## config.mk

```make
export PLATFORM = sky130hd
export DESIGN_NAME = sat_ram
export DESIGN_NICKNAME = d
export VERILOG_FILES = /design/src/sv/section_address_offset_translator_assert.svh /design/src/sv/sat_ram.sv
export SDC_FILE = /design/constraint.sdc
export NUM_CORES = 1
export LEC_CHECK = 0
export BUFFER_PORTS_ARGS = -buffer_cell sky130_fd_sc_hd__buf_4
export CORE_MARGIN = 4
export CORE_UTILIZATION = 41
export DETAILED_ROUTE_END_ITERATION = 7
export GPL_ROUTABILITY_DRIVEN = 0
export MAX_ROUTING_LAYER = met4
export PLACE_DENSITY = 0.69
export SETUP_SLACK_MARGIN = 0.3
export SYNTH_ARGS = -nofsm -noshare
export SYNTH_HDL_FRONTEND = slang
export SYNTH_SLANG_ARGS = --single-unit
```

## constraint.sdc

```tcl
create_clock -name i_clk -period 4 [get_ports i_clk]
set_clock_uncertainty 0.2 [all_clocks]
set_input_delay 0.4 -clock i_clk [delete_from_list [all_inputs] [get_ports i_clk]]
set_output_delay 0.4 -clock i_clk [all_outputs]
set_load 0.02 [all_outputs]
```

## src/sv/section_address_offset_translator_assert.svh

```systemverilog
// ============================================================================
// section address offset translator assertion macros
// shared property wrappers for concurrent checks, clocked and reset-qualified
// ============================================================================
`ifndef SECTION_ADDRESS_OFFSET_TRANSLATOR_ASSERT_SVH
`define SECTION_ADDRESS_OFFSET_TRANSLATOR_ASSERT_SVH

// same-cycle implication, disabled while reset is low
`define SAT_ASSERT_IMPL(label, clk, rst_n, ante, cons, msg) \
    label: assert property (@(posedge clk) disable iff (!(rst_n)) (ante) |-> (cons)) \
        else $error(msg);

// next-cycle implication, disabled while reset is low
`define SAT_ASSERT_NEXT(label, clk, rst_n, ante, cons, msg) \
    label: assert property (@(posedge clk) disable iff (!(rst_n)) (ante) |=> (cons)) \
        else $error(msg);

`endif

```

## src/sv/sat_ram.sv

```systemverilog
// ============================================================================
// sat_ram
// generic single-write, single-read ram with registered read data
// ============================================================================
module sat_ram #(
    parameter int WIDTH = 8,
    parameter int DEPTH = 16,
    localparam int AW   = (DEPTH > 1) ? $clog2(DEPTH) : 1
) (
    input  logic             i_clk,
    input  logic             i_we,
    input  logic [AW-1:0]    i_waddr,
    input  logic [WIDTH-1:0] i_wdata,
    input  logic             i_re,
    input  logic [AW-1:0]    i_raddr,
    output logic [WIDTH-1:0] o_rdata
);

    logic [WIDTH-1:0] r_mem [DEPTH];
    logic [WIDTH-1:0] r_rdata;

    always_ff @(posedge i_clk) begin
        if (i_we) begin
            r_mem[i_waddr] <= i_wdata;
        end
        if (i_re) begin
            r_rdata <= r_mem[i_raddr];
        end
    end

    assign o_rdata = r_rdata;

endmodule

```

==> out/metrics.yaml <==
status: "complete, no violations"
finalPower_mw: 3.223
synth.top_cells.by_count: "edfxtp_1, mux4_2, a22oi_1, mux4_1, nor2_1"
cp-start-kind: "input pin"
drt_iter0_drc: 197
regArea_mm2: 0.004084
design.die.area_mm2: 0.01462
hold_viol: 0
fin_util_pct: 50.01
slowest_delay_ns: 0.64
setup-tns-final_ns: 0
overflow: 0
synth_most_common_cell: "edfxtp_1"
path_cells: "buf_4 -> mux4_1 -> a22oi_1 -> nand2_1"
drive_gt1_share_pct: 28.06
highest_layer: "met4"
synth_edf_count: 136
core_area_mm2: 0.01226
htree_num_levels: 4
dp_hpwl_um: 6054
synthCells: 229
maxCapViolations: 0
clock_latency_ns: 0.41
crit_slowest_cell: "mux4_1"
netlist_top_cells_area: "edfxtp_1, mux4_2, mux4_1"
reg2reg_setup_slack_ns: 2.29
clockBufferDepth: 2
worstHoldPathType: "in2reg"
syn2layout_area_growth_pct: 17.30
syn_area_per_cell_um2: 22.83
drc_errors: 0
cts.clk_slew.worst_paths_ns: 0.06
cts_resized: 0
crit_path_end_kind: "flip-flop"
peakVddDrop_mv: 0.2996
wl_per_cell_um: 21.21
synth_top_area_cell: "edfxtp_1"
track_usage_pct: 14.51
fp-row-count: 40
hold_slack_ns: 0.09961
finalWirelength_um: 9460
via_per_inst: 5.305
ys_warn_count: 0
ys_types: 18
grt_pass1_vias: 2493
rsz0062_at_grt: "false"
holdBufCountCts: 0
setup_ws_ns: 2.023
die_h_um: 120.9
fp.dieW_um: 120.9
timing.critical_path.buf_inv: 1
cts_tree: "done"
fmaxAchievable_mhz: 505.9
finalMaxSlewViolations: 0
io_buffers: 26
met1Wirelength_um: 4234
fin_crit_ns: 1.977
antenna_found_initial: 0
synthArstFlopShare_pct: 0
n_antenna_cell: 0
wl_met2_um: 4602
worst_pin_slew_ns: 0.9058
start_util_pct: 42.63
synth_top_cell_area_share_pct: 78.12
p_leak_nw: 2.016
slew_headroom_pct: 39.39
cp.arrival_ns: 1.93
cts_sinks: 136
critPathKind: "in2reg"
fin_crit_sh_pct: 49.42
syn_area_mm2: 0.005228
wl_met3_um: 542
fillers: 978
power.density_mw_per_mm2: 525.6
boundaryPins: 27
critPathTopFamily: "multiplexers"
worst-endpoint-required_ns: 3.95
cts_buffers: 17
synth_seq_area_share_pct: 78.12
final_net_count: 286
synth_seq_cells: 136
grt_max_degree: 33
multi_input_area_mm2: 0.001062
vias: 2366
post-place-ws_ns: 1.569
cts_setup_buffers: 0
finalSetupViolCount: 0
drtPass1Iterations: 5
root_buffer: "clkbuf_16"
crit_fanout: 32
ant_nets: 0
synth_fp_nets: 248
grt_pass1_wl_um: 14750
synth_flop_cell: "edfxtp_1"
-- layout make-up --
| type | count | share of cell area, % |
|---|---|---|
| clock buffer | 17 | 6.937 |
| multi-input combinational | 83 | 17.32 |
| sequential | 136 | 66.60 |
| clock inverter | 13 | 2.163 |
| tap | 168 | 3.428 |
| timing repair buffer | 29 | 3.550 |
-- layer usage --
metal,track usage (%),vias up
met5,-,-
met4,4.887,0
met3,3.869,8
met2,21.43,71
met1,19.78,1235
li1,-,1052
-- worst register-to-register path: stages, from the launching register on --
cell and delay [ns]:
edfxtp_1 0.36, mux4_1 0.50, a22oi_1 0.30, nand2_1 0.09
-- layout by cell type, fill, tap and decap left out --
cell type,instances
nand2b_1,2
mux4_1,14
nand2_1,9
mux4_2,18
inv_6,1
clkinv_1,1
and2b_1,1
nor3_1,3
nand3_1,1
bufinv_16,2
a22oi_1,16
buf_4,29
and2_1,1
edfxtp_1,136
clkinv_4,2
clkinv_2,4
or3b_2,1
nor3_2,1
clkbuf_16,17
nor2b_1,1
nand3b_1,2
clkinvlp_4,3
nor2_1,13
-- cells by family (layout without fill, tap and decap cells) --
kind of cell	after synthesis	after routing	synth area share, %
flip-flops	136	136	78.12
buffers and inverters	10	59	1.651
AND/OR/NAND/NOR	35	35	3.136
AO/OA/AOI/OAI	16	16	2.298
multiplexers	32	32	14.79
-- state kept, by name, summed over array words and instances, names as in the netlist --
name / flops
r_mem: 128
o_rdata: 8
-- final timing paths --
check	start	endpoint	cells after the start
min reg2reg	r_mem[14][1]$_DFFE_PP_	o_rdata[1]$_DFFE_PP_	3
max reg2reg	r_mem[2][3]$_DFFE_PP_	o_rdata[3]$_DFFE_PP_	3
min	i_re	o_rdata[2]$_DFFE_PP_	1
max	i_raddr[0]	o_rdata[1]$_DFFE_PP_	4
-- per-stage QoR --
step	cells	instance area (um2)
after CTS	446	6132
final	446	6132
after global routing	446	6132
after detailed placement	416	5574
after floorplan	229	5228
after global placement	416	5574
-- power by group --
group	switching (mW)	internal (mW)
logic	0.0887	0.0646
clock network	0.550	0.905
registers	0.00813	1.61
total	0.647	2.58
Note: power is estimated with default switching activity, not from simulation.
